--- src/hw/rtl/assert_macros.svh ---
// Assertion helpers for clocked properties with an active-low reset.
`ifndef ASSERT_MACROS_SVH
`define ASSERT_MACROS_SVH

`define ASSERT_CLK(lbl, clk, rst_n, prop, msg) \
  lbl: assert property (@(posedge clk) disable iff (!rst_n) prop) else $error(msg);

`define ASSERT_NEVER(lbl, clk, rst_n, prop, msg) \
  `ASSERT_CLK(lbl, clk, rst_n, !(prop), msg)

`endif

--- src/hw/rtl/sha1_pkg.sv ---
package sha1_pkg;

  typedef logic [31:0] word_t;

  localparam int NUM_WORDS = 16;
  localparam int NUM_H     = 5;

  localparam logic [6:0] LAST_ROUND = 7'd79;
  localparam logic [6:0] END_CH     = 7'd20;
  localparam logic [6:0] END_PAR1   = 7'd40;
  localparam logic [6:0] END_MAJ    = 7'd60;

  localparam word_t K_CH   = 32'h5a827999;
  localparam word_t K_PAR1 = 32'h6ed9eba1;
  localparam word_t K_MAJ  = 32'h8f1bbcdc;
  localparam word_t K_PAR2 = 32'hca62c1d6;

  localparam word_t PAD_MARK = 32'h8000_0000;

  localparam word_t INIT_H [NUM_H] = '{
    32'h67452301, 32'hefcdab89, 32'h98badcfe, 32'h10325476, 32'hc3d2e1f0
  };

  localparam logic [3:0] LEN_HI_POS = 4'd14;
  localparam logic [3:0] LAST_POS   = 4'd15;
  localparam logic [2:0] MAX_BYTES  = 3'd4;

  typedef struct packed {
    logic shift;
    logic feed;
  } sched_ctrl_t;

  function automatic word_t byte_mask(logic [2:0] n);
    word_t m;
    case (n)
      3'd0: m = 32'h0000_0000;
      3'd1: m = 32'hff00_0000;
      3'd2: m = 32'hffff_0000;
      3'd3: m = 32'hffff_ff00;
      default: m = 32'hffff_ffff;
    endcase
    return m;
  endfunction

  function automatic word_t round_f(logic [6:0] t, word_t b, word_t c, word_t d);
    word_t f;
    if (t < END_CH) begin
      f = (b & c) | (~b & d);
    end else if (t < END_PAR1) begin
      f = b ^ c ^ d;
    end else if (t < END_MAJ) begin
      f = (b & c) | (b & d) | (c & d);
    end else begin
      f = b ^ c ^ d;
    end
    return f;
  endfunction

  function automatic word_t round_k(logic [6:0] t);
    word_t k;
    if (t < END_CH) begin
      k = K_CH;
    end else if (t < END_PAR1) begin
      k = K_PAR1;
    end else if (t < END_MAJ) begin
      k = K_MAJ;
    end else begin
      k = K_PAR2;
    end
    return k;
  endfunction

endpackage

--- src/hw/rtl/sha1_if.sv ---
interface sha1_in_if
  import sha1_pkg::*;
();
  logic       valid;
  logic       ready;
  word_t      data_word;
  logic [2:0] byte_count;
  logic       last;

  modport source(output valid, output data_word, output byte_count, output last,
                 input ready);
  modport sink(input valid, input data_word, input byte_count, input last,
               output ready);
endinterface

interface sha1_out_if
  import sha1_pkg::*;
();
  logic  valid;
  logic  ready;
  word_t digest_h0;
  word_t digest_h1;
  word_t digest_h2;
  word_t digest_h3;
  word_t digest_h4;

  modport source(output valid, output digest_h0, output digest_h1, output digest_h2,
                 output digest_h3, output digest_h4, input ready);
  modport sink(input valid, input digest_h0, input digest_h1, input digest_h2,
               input digest_h3, input digest_h4, output ready);
endinterface

--- src/hw/rtl/sha1_cell.sv ---
module sha1_cell
  import sha1_pkg::*;
(
  input  logic  clk_i,
  input  logic  shift_i,
  input  word_t d_i,
  output word_t q_o
);

  word_t word_q;

  always_ff @(posedge clk_i) begin
    if (shift_i) begin
      word_q <= d_i;
    end
  end

  assign q_o = word_q;

endmodule

--- src/hw/rtl/sha1_sched.sv ---
module sha1_sched
  import sha1_pkg::*;
(
  input  logic        clk_i,
  input  sched_ctrl_t ctrl_i,
  input  word_t       fill_i,
  output word_t       head_o
);

  word_t link [NUM_WORDS + 1];
  word_t mix;

  genvar i;
  for (i = 0; i < NUM_WORDS; i++) begin : g_cell
    sha1_cell u_cell (
      .clk_i   (clk_i),
      .shift_i (ctrl_i.shift),
      .d_i     (link[i + 1]),
      .q_o     (link[i])
    );
  end

  // Expand: W[t+16] = rotl1(W[t+13] ^ W[t+8] ^ W[t+2] ^ W[t])
  assign mix = link[13] ^ link[8] ^ link[2] ^ link[0];
  assign link[NUM_WORDS] = ctrl_i.feed ? {mix[30:0], mix[31]} : fill_i;
  assign head_o = link[0];

endmodule

--- src/hw/rtl/sha1_hasher.sv ---
// Channel   Dir  Payload                              Transfer
// in_i      in   data_word, byte_count, last          valid && ready
// out_o     out  digest_h0 .. digest_h4               valid && ready
//
// An item that does not complete a 16-word block leaves the hasher ready, unless it is the last.
// A completed block adds 80 rounds at one per cycle and one chain add.
// A last item adds padding words (3 to 18) and one or two blocks.
// Reset clears control state and loads the initial chain value; no clearing pass.
// The digest sits in an output register; a new message is taken while it waits,
// and only the next digest stalls on it.
`include "assert_macros.svh"

module sha1_hasher
  import sha1_pkg::*;
(
  input  logic          clk_i,
  input  logic          rst_ni,
  sha1_in_if.sink       in_i,
  sha1_out_if.source    out_o
);

  typedef enum logic [1:0] {
    ST_IDLE,
    ST_PAD,
    ST_ROUND,
    ST_ADD
  } state_e;

  state_e      state_q, state_d;
  logic [6:0]  rnd_q, rnd_d;
  logic [3:0]  wc_q, wc_d;
  logic [1:0]  pc_q, pc_d;
  word_t       pw_q, pw_d;
  logic [63:0] msg_q, msg_d;
  logic        last_q, last_d;
  logic        pad_first_q, pad_first_d;
  logic        pad_len_q, pad_len_d;
  logic        out_valid_q, out_valid_d;
  word_t       h_q [NUM_H];
  word_t       h_d [NUM_H];
  word_t       wk_q [NUM_H];
  word_t       wk_d [NUM_H];
  word_t       dig_q [NUM_H];
  word_t       dig_d [NUM_H];

  sched_ctrl_t ctrl;
  word_t       fill_word;
  word_t       w_head;

  logic [2:0]  n_bytes;
  logic [2:0]  total;
  logic [63:0] comb_bytes;
  logic [63:0] bit_len;
  word_t       tmp;
  word_t       h_sum [NUM_H];
  logic        emit;

  sha1_sched u_sched (
    .clk_i  (clk_i),
    .ctrl_i (ctrl),
    .fill_i (fill_word),
    .head_o (w_head)
  );

  assign n_bytes = (in_i.byte_count > MAX_BYTES) ? MAX_BYTES : in_i.byte_count;
  assign total   = {1'b0, pc_q} + n_bytes;
  assign comb_bytes = {pw_q, 32'h0}
                    | ({in_i.data_word & byte_mask(n_bytes), 32'h0} >> {pc_q, 3'b000});
  assign bit_len = {msg_q[60:0], 3'b000};

  assign tmp = {wk_q[0][26:0], wk_q[0][31:27]}
             + round_f(rnd_q, wk_q[1], wk_q[2], wk_q[3])
             + wk_q[4] + w_head + round_k(rnd_q);

  for (genvar j = 0; j < NUM_H; j++) begin : g_sum
    assign h_sum[j] = h_q[j] + wk_q[j];
  end

  assign emit = last_q && !pad_first_q && pad_len_q;

  always_comb begin
    state_d     = state_q;
    rnd_d       = rnd_q;
    wc_d        = wc_q;
    pc_d        = pc_q;
    pw_d        = pw_q;
    msg_d       = msg_q;
    last_d      = last_q;
    pad_first_d = pad_first_q;
    pad_len_d   = pad_len_q;
    out_valid_d = out_valid_q;
    h_d         = h_q;
    wk_d        = wk_q;
    dig_d       = dig_q;
    ctrl        = '0;
    fill_word   = '0;

    if (out_valid_q && out_o.ready) begin
      out_valid_d = 1'b0;
    end

    case (state_q)
      ST_IDLE: begin
        if (in_i.valid) begin
          msg_d       = msg_q + 64'(n_bytes);
          last_d      = in_i.last;
          pad_first_d = 1'b1;
          pad_len_d   = 1'b0;
          pc_d        = total[1:0];
          if (total[2]) begin
            ctrl.shift = 1'b1;
            fill_word  = comb_bytes[63:32];
            pw_d       = comb_bytes[31:0];
            wc_d       = wc_q + 4'd1;
          end else begin
            pw_d = comb_bytes[63:32];
          end
          if (total[2] && wc_q == LAST_POS) begin
            rnd_d   = '0;
            state_d = ST_ROUND;
          end else if (in_i.last) begin
            state_d = ST_PAD;
          end
        end
      end
      ST_PAD: begin
        ctrl.shift = 1'b1;
        wc_d       = wc_q + 4'd1;
        if (pad_first_q) begin
          fill_word   = pw_q | (PAD_MARK >> {pc_q, 3'b000});
          pad_len_d   = (wc_q < LEN_HI_POS);
          pad_first_d = 1'b0;
          pc_d        = '0;
          pw_d        = '0;
        end else if (pad_len_q && wc_q == LEN_HI_POS) begin
          fill_word = bit_len[63:32];
        end else if (pad_len_q && wc_q == LAST_POS) begin
          fill_word = bit_len[31:0];
        end
        if (wc_q == LAST_POS) begin
          rnd_d   = '0;
          state_d = ST_ROUND;
        end
      end
      ST_ROUND: begin
        ctrl.shift = 1'b1;
        ctrl.feed  = 1'b1;
        wk_d[0]    = tmp;
        wk_d[1]    = wk_q[0];
        wk_d[2]    = {wk_q[1][1:0], wk_q[1][31:2]};
        wk_d[3]    = wk_q[2];
        wk_d[4]    = wk_q[3];
        rnd_d      = rnd_q + 7'd1;
        if (rnd_q == LAST_ROUND) begin
          state_d = ST_ADD;
        end
      end
      ST_ADD: begin
        if (emit) begin
          // hold until the previous digest has been taken
          if (!(out_valid_q && !out_o.ready)) begin
            dig_d       = h_sum;
            out_valid_d = 1'b1;
            h_d         = INIT_H;
            wk_d        = INIT_H;
            msg_d       = '0;
            wc_d        = '0;
            pc_d        = '0;
            pw_d        = '0;
            last_d      = 1'b0;
            state_d     = ST_IDLE;
          end
        end else begin
          h_d  = h_sum;
          wk_d = h_sum;
          if (last_q) begin
            pad_len_d = 1'b1;
            state_d   = ST_PAD;
          end else begin
            state_d = ST_IDLE;
          end
        end
      end
      default: begin
        state_d = ST_IDLE;
      end
    endcase
  end

  always_ff @(posedge clk_i or negedge rst_ni) begin
    if (!rst_ni) begin
      state_q     <= ST_IDLE;
      rnd_q       <= '0;
      wc_q        <= '0;
      pc_q        <= '0;
      pw_q        <= '0;
      msg_q       <= '0;
      last_q      <= 1'b0;
      pad_first_q <= 1'b0;
      pad_len_q   <= 1'b0;
      out_valid_q <= 1'b0;
      h_q         <= INIT_H;
      wk_q        <= INIT_H;
      dig_q       <= '{default: '0};
    end else begin
      state_q     <= state_d;
      rnd_q       <= rnd_d;
      wc_q        <= wc_d;
      pc_q        <= pc_d;
      pw_q        <= pw_d;
      msg_q       <= msg_d;
      last_q      <= last_d;
      pad_first_q <= pad_first_d;
      pad_len_q   <= pad_len_d;
      out_valid_q <= out_valid_d;
      h_q         <= h_d;
      wk_q        <= wk_d;
      dig_q       <= dig_d;
    end
  end

  assign in_i.ready      = (state_q == ST_IDLE);
  assign out_o.valid     = out_valid_q;
  assign out_o.digest_h0 = dig_q[0];
  assign out_o.digest_h1 = dig_q[1];
  assign out_o.digest_h2 = dig_q[2];
  assign out_o.digest_h3 = dig_q[3];
  assign out_o.digest_h4 = dig_q[4];

  `ASSERT_CLK(a_pos_tracks_count, clk_i, rst_ni,
    (state_q == ST_IDLE) |-> ({wc_q, pc_q} == msg_q[5:0]),
    "block position out of step with byte count")
  `ASSERT_CLK(a_round_to_add, clk_i, rst_ni,
    (state_q == ST_ROUND && rnd_q == LAST_ROUND) |=> (state_q == ST_ADD),
    "round sequence did not end in chain add")
  `ASSERT_NEVER(a_digest_from_add, clk_i, rst_ni,
    $rose(out_valid_q) && ($past(state_q) != ST_ADD),
    "digest raised outside chain add")

endmodule
--- src/flat_wrapper.sv ---
// flat-port wrapper written by rule: the top's interface ports become plain ports
module sha1_hasher_flat import sha1_pkg::*;
  (clk_i, rst_ni, in_i_valid, in_i_data_word, in_i_byte_count, in_i_last, in_i_ready, out_o_valid, out_o_digest_h0, out_o_digest_h1, out_o_digest_h2, out_o_digest_h3, out_o_digest_h4, out_o_ready);
  sha1_in_if in_i_i ();
  sha1_out_if out_o_i ();
  input  logic clk_i;
  input  logic rst_ni;
  input wire logic [$bits(in_i_i.valid)-1:0] in_i_valid;
  input wire logic [$bits(in_i_i.data_word)-1:0] in_i_data_word;
  input wire logic [$bits(in_i_i.byte_count)-1:0] in_i_byte_count;
  input wire logic [$bits(in_i_i.last)-1:0] in_i_last;
  output wire logic [$bits(in_i_i.ready)-1:0] in_i_ready;
  output wire logic [$bits(out_o_i.valid)-1:0] out_o_valid;
  output wire logic [$bits(out_o_i.digest_h0)-1:0] out_o_digest_h0;
  output wire logic [$bits(out_o_i.digest_h1)-1:0] out_o_digest_h1;
  output wire logic [$bits(out_o_i.digest_h2)-1:0] out_o_digest_h2;
  output wire logic [$bits(out_o_i.digest_h3)-1:0] out_o_digest_h3;
  output wire logic [$bits(out_o_i.digest_h4)-1:0] out_o_digest_h4;
  input wire logic [$bits(out_o_i.ready)-1:0] out_o_ready;
  assign in_i_i.valid = in_i_valid;
  assign in_i_i.data_word = in_i_data_word;
  assign in_i_i.byte_count = in_i_byte_count;
  assign in_i_i.last = in_i_last;
  assign in_i_ready = in_i_i.ready;
  assign out_o_valid = out_o_i.valid;
  assign out_o_digest_h0 = out_o_i.digest_h0;
  assign out_o_digest_h1 = out_o_i.digest_h1;
  assign out_o_digest_h2 = out_o_i.digest_h2;
  assign out_o_digest_h3 = out_o_i.digest_h3;
  assign out_o_digest_h4 = out_o_i.digest_h4;
  assign out_o_i.ready = out_o_ready;
  sha1_hasher u_core (.clk_i(clk_i), .rst_ni(rst_ni), .in_i(in_i_i), .out_o(out_o_i));
endmodule
--- config.mk ---
export PLATFORM = sky130hd
export DESIGN_NAME = sha1_hasher_flat
export DESIGN_NICKNAME = d
export VERILOG_FILES = /design/src/hw/rtl/sha1_pkg.sv /design/src/hw/rtl/sha1_if.sv /design/src/hw/rtl/sha1_cell.sv /design/src/hw/rtl/sha1_sched.sv /design/src/hw/rtl/sha1_hasher.sv /design/src/flat_wrapper.sv
export VERILOG_INCLUDE_DIRS = /design/src /design/src/hw/rtl
export SDC_FILE = /design/constraint.sdc
export NUM_CORES = 2
export LEC_CHECK = 0
export ABC_AREA = 1
export BUFFER_PORTS_ARGS = -buffer_cell sky130_fd_sc_hd__buf_2
export CORE_MARGIN = 2
export CORE_UTILIZATION = 45
export CTS_BUF_LIST = sky130_fd_sc_hd__clkbuf_4 sky130_fd_sc_hd__clkbuf_8
export DETAILED_ROUTE_END_ITERATION = 6
export PLACE_DENSITY_LB_ADDON = 0.15
export SLEW_MARGIN = 20
export SYNTH_ARGS = -nofsm -noshare
export SYNTH_HDL_FRONTEND = slang
export SYNTH_HIERARCHICAL = 1
export SYNTH_SLANG_ARGS = --single-unit
--- constraint.sdc ---
create_clock -name clk_i -period 23.9 [get_ports clk_i]
set_clock_uncertainty 0.15 [all_clocks]
set_input_delay 4.78 -clock clk_i [delete_from_list [all_inputs] [get_ports clk_i]]
set_output_delay 4.78 -clock clk_i [all_outputs]
set_load 0.02 [all_outputs]
==> run summary <==
The run finished with clean final reports. Placed standard-cell area: 64360 um2. On the critical path, the stage with the largest delay is an instance of sky130_fd_sc_hd__buf_12. Summed over all instances, the cell type with the most area after synthesis is sky130_fd_sc_hd__edfxtp_1. Row generation in the floorplan step produced 135 rows. After detailed routing, the number of vias per cell comes to 5.497. The gate count after technology mapping was 7237. After detailed routing, the total wire length is 215.4 mm. The via count was 51880; the die outline height was 373.9 um. The tightest hold margin was 0.2567 ns. The tools report the total of endpoints with negative setup slack in the final report as 0.

The cell family with the largest share of critical-path delay was buffers and inverters. STA classifies the critical path endpoint as a register. Commonest register cell after synthesis: sky130_fd_sc_hd__edfxtp_1.

The number of gates resized after CTS was 0. Setup repair after global routing left no endpoint under its margin. The count of buffers added on input and output ports is 201. After the last flow step, the layout net total stands at 7854.

In this run the worst hold path is classified as register to register. For the number of nets with antenna violations after routing, the log shows 0. The worst setup slack for register-to-register paths was 17.94 ns; the number of filler cells placed in the layout was 13070. The total standard cell area after synthesis is 61560 um2.

STA classifies the critical path startpoint as an input pin. The synthesized design contains 1104 register bits. Along the worst path, the maximum fanout reaches 204. Static timing analysis puts the maximum clock frequency at 113.8 MHz.

TritonCTS built the clock tree. The startpoint of the worst register-to-register path is u_core/rnd_q[6]. The run gives 161.7 mm as the estimated wirelength of the detail-placed design. For the worst flop-to-flop path, the logic depth is 21. The worst hold path was traced through 0 stages. The number of placed I/O pins is 202, and the number of buffers created by CTS is 191.

Number of pins exceeding their max-slew limit in the final report: 0. Together, buffers and inverters on the worst path number 5. STA puts the critical path data required time at 24.29 ns.

The tools report the initial antenna violation count as 5. In the post-synthesis netlist, the cell with the most instances is sky130_fd_sc_hd__nand2_1. The number of global-route vias before repair was 49620. Tracing the worst setup path back leads to its startpoint at in_i_byte_count[2]. For this design, the CTS-stage hold fixing added 0 buffers.

Synthesis instantiated 62 different standard cells from the library. The CTS clock-pin slew for the worst setup and hold paths was 0.06 ns; the maximum number of pins on one net before global-route repair was 205. The number of H-tree branching levels was 4. The terminus of the critical flop-to-flop path is u_core/wk_q[159]. The share of synthesized registers carrying an async set or reset is 53.62%, and the net count after synthesis is 7608.

Layout cell share with drive strength beyond 1: 10.98%. The core region is 135600 um2. The run gives 0.96 ns as the source-to-sink clock delay at the later pin of the worst-skew pair. The largest single stage delay on the critical path is 0.69 ns. Adding up every negative setup slack in the final design gives 0 ns.

The arrival time at the worst endpoint is 9.17 ns, and the count of maximum capacitance violations is 0. Ranked by instance count, the synthesized netlist is headed by sky130_fd_sc_hd__nand2_1, sky130_fd_sc_hd__inv_1, sky130_fd_sc_hd__nor2_1, sky130_fd_sc_hd__edfxtp_1, sky130_fd_sc_hd__o21ai_0. Summing the sequential cell areas from Yosys gives 49.37% of the chip area.

The horizontal die dimension was 373.9 um; the post-CTS setup repair buffer count was 0. The top cell type's share of synthesized area is 24.98%. For the first-pass iteration count of the detailed router, the log shows 6. Yosys attributes the largest share of cell area to sky130_fd_sc_hd__edfxtp_1, sky130_fd_sc_hd__dfrtp_1, sky130_fd_sc_hd__nand2_1. The worst path uses 36.75% of the clock period. The detailed-route DRC error count was 0; the DRC marker count from the first detailed-route iteration was 5139.

For the die area, the log shows 139800 um2. For this configuration, the core starts out at a cell density of 45.39%. The global-route wire length before repair came out at 320.4 mm.

The tools report the launch instance of the worst min-delay path as u_core/u_sched/g_cell[12].u_cell/q_o[17]. The tools report the terminating pin of the worst hold path as u_core/u_sched/g_cell[11].u_cell/q_o[17]. The count of final hold-check violations came out at 0. The number of synthesized flops with an enable pin was 512; the final weighted congestion in routability-driven placement was 0.9840. The signal on the critical path passes through buf_2, nor2_1, ha_1, fa_1, xor2_2, clkinv_1, nor2_2, buf_4, nor2_1, nor2_4, buf_12, buf_12. The final critical path time including I/O delays and setup was 8.784 ns; the clock net sink count was 1104. The overall overflow remaining after global route came out at 0. The cell sitting at the root of the clock tree is a sky130_fd_sc_hd__clkbuf_8. Headroom to the max-slew limit came out at 20.01%.

The mean cell area of the mapped netlist came out at 8.506 um2. In the global route stage, overall resource usage came out at 30.60%. The layout overhead on the synthesized area came out at 11.52%. For this run, the number of Yosys warnings is 6. The worst-margin pin slew is 1.200 ns. Counting along the longest clock path gives a buffer depth of 3. In the final routed layout, each cell accounts on average for 22.82 um.

The critical path class is input pin to register. Once layout is done, the placed cells without fillers occupy 68650 um2.
-- layer usage --
metal	global-route usage, %	routed length [um]	vias up
met5	0	14	-
met4	14.09	11060	2
met3	5.976	16310	397
met2	46.31	93880	1967
met1	42.44	94140	25130
li1	-	-	24380
-- layout make-up --
cell class	instances	area (um2)	share of cell area [%]
diodes	9	22.52	0.03281
clock buffers	273	3395	4.945
clock inverters	85	874.6	1.274
inverters	937	3540	5.156
multi-input cells	4989	26720	38.92
flip-flops and latches	1104	30390	44.27
well taps	1781	2228	3.246
repair buffers	260	1484	2.162
-- sequential cells by signal, summed over array words and instances (netlist names), 4 cells and up --
name,count
u_core/pw_q,32
u_core/out_o.digest_h1,32
u_core/wk_q,160
u_core/out_o.digest_h3,32
u_core/rnd_q,7
u_core/out_o.digest_h2,32
u_core/out_o.digest_h4,32
u_core/msg_q,61
u_core/u_sched/g_cell.u_cell/q_o,512
u_core/out_o.digest_h0,32
u_core/wc_q,4
u_core/h_q,160
-- how the worst max path moves through the flow --
stage,endpoint,cells past startpoint
2_1_floorplan,u_core/u_sched/g_cell[0].u_cell/q_o[0],11
3_3_place_gp,u_core/u_sched/g_cell[2].u_cell/q_o[21],12
3_5_place_dp,u_core/u_sched/g_cell[2].u_cell/q_o[21],12
4_1_cts,u_core/u_sched/g_cell[5].u_cell/q_o[21],12
5_1_grt,u_core/u_sched/g_cell[6].u_cell/q_o[21],12
6_report,u_core/u_sched/g_cell[2].u_cell/q_o[21],12
-- kinds of logic (layout without fill, tap and decap cells) --
| family | after synthesis | after routing | share of synthesized area (%) |
|---|---|---|---|
| compound gates | 1161 | 1161 | 10.67 |
| xor+xnor | 127 | 127 | 1.807 |
| fa+ha+maj | 331 | 331 | 8.276 |
| buf+inv | 1144 | 1555 | 7.270 |
| flops | 1104 | 1104 | 49.37 |
| other cells | 0 | 9 | 0 |
| simple gates | 3370 | 3370 | 22.61 |
-- placed cells by master, fill, tap and decap left out, drive strengths merged, types with 57 or more instances in the layout --
master | synthesis | final
fa | 127 | 127
dfrtp | 432 | 432
xnor2 | 70 | 70
buf | 102 | 260
xor2 | 57 | 57
a21oi | 369 | 369
o21ai | 495 | 495
ha | 204 | 204
nor2 | 572 | 572
nand2 | 2090 | 2090
dfstp | 160 | 160
nor3 | 77 | 77
clkinv | 2 | 63
nand3 | 473 | 473
clkbuf | 105 | 273
inv | 935 | 946
nand4 | 78 | 78
edfxtp | 512 | 512
-- metrics by stage --
stage | utilization [%] | instances | worst slack (ns)
finish | 50.61 | 9438 | 15.12
global route | 50.61 | 9433 | 14.94
detailed placement | 47.45 | 9071 | 14.30
floorplan | - | 7237 | 2.920
global placement | 47.45 | 9071 | 14.37
CTS | 50.60 | 9429 | 15.33
Power is left out: the tool's default activity adds up to more than one toggle a clock period on the data nets, which glitch-free logic cannot reach.
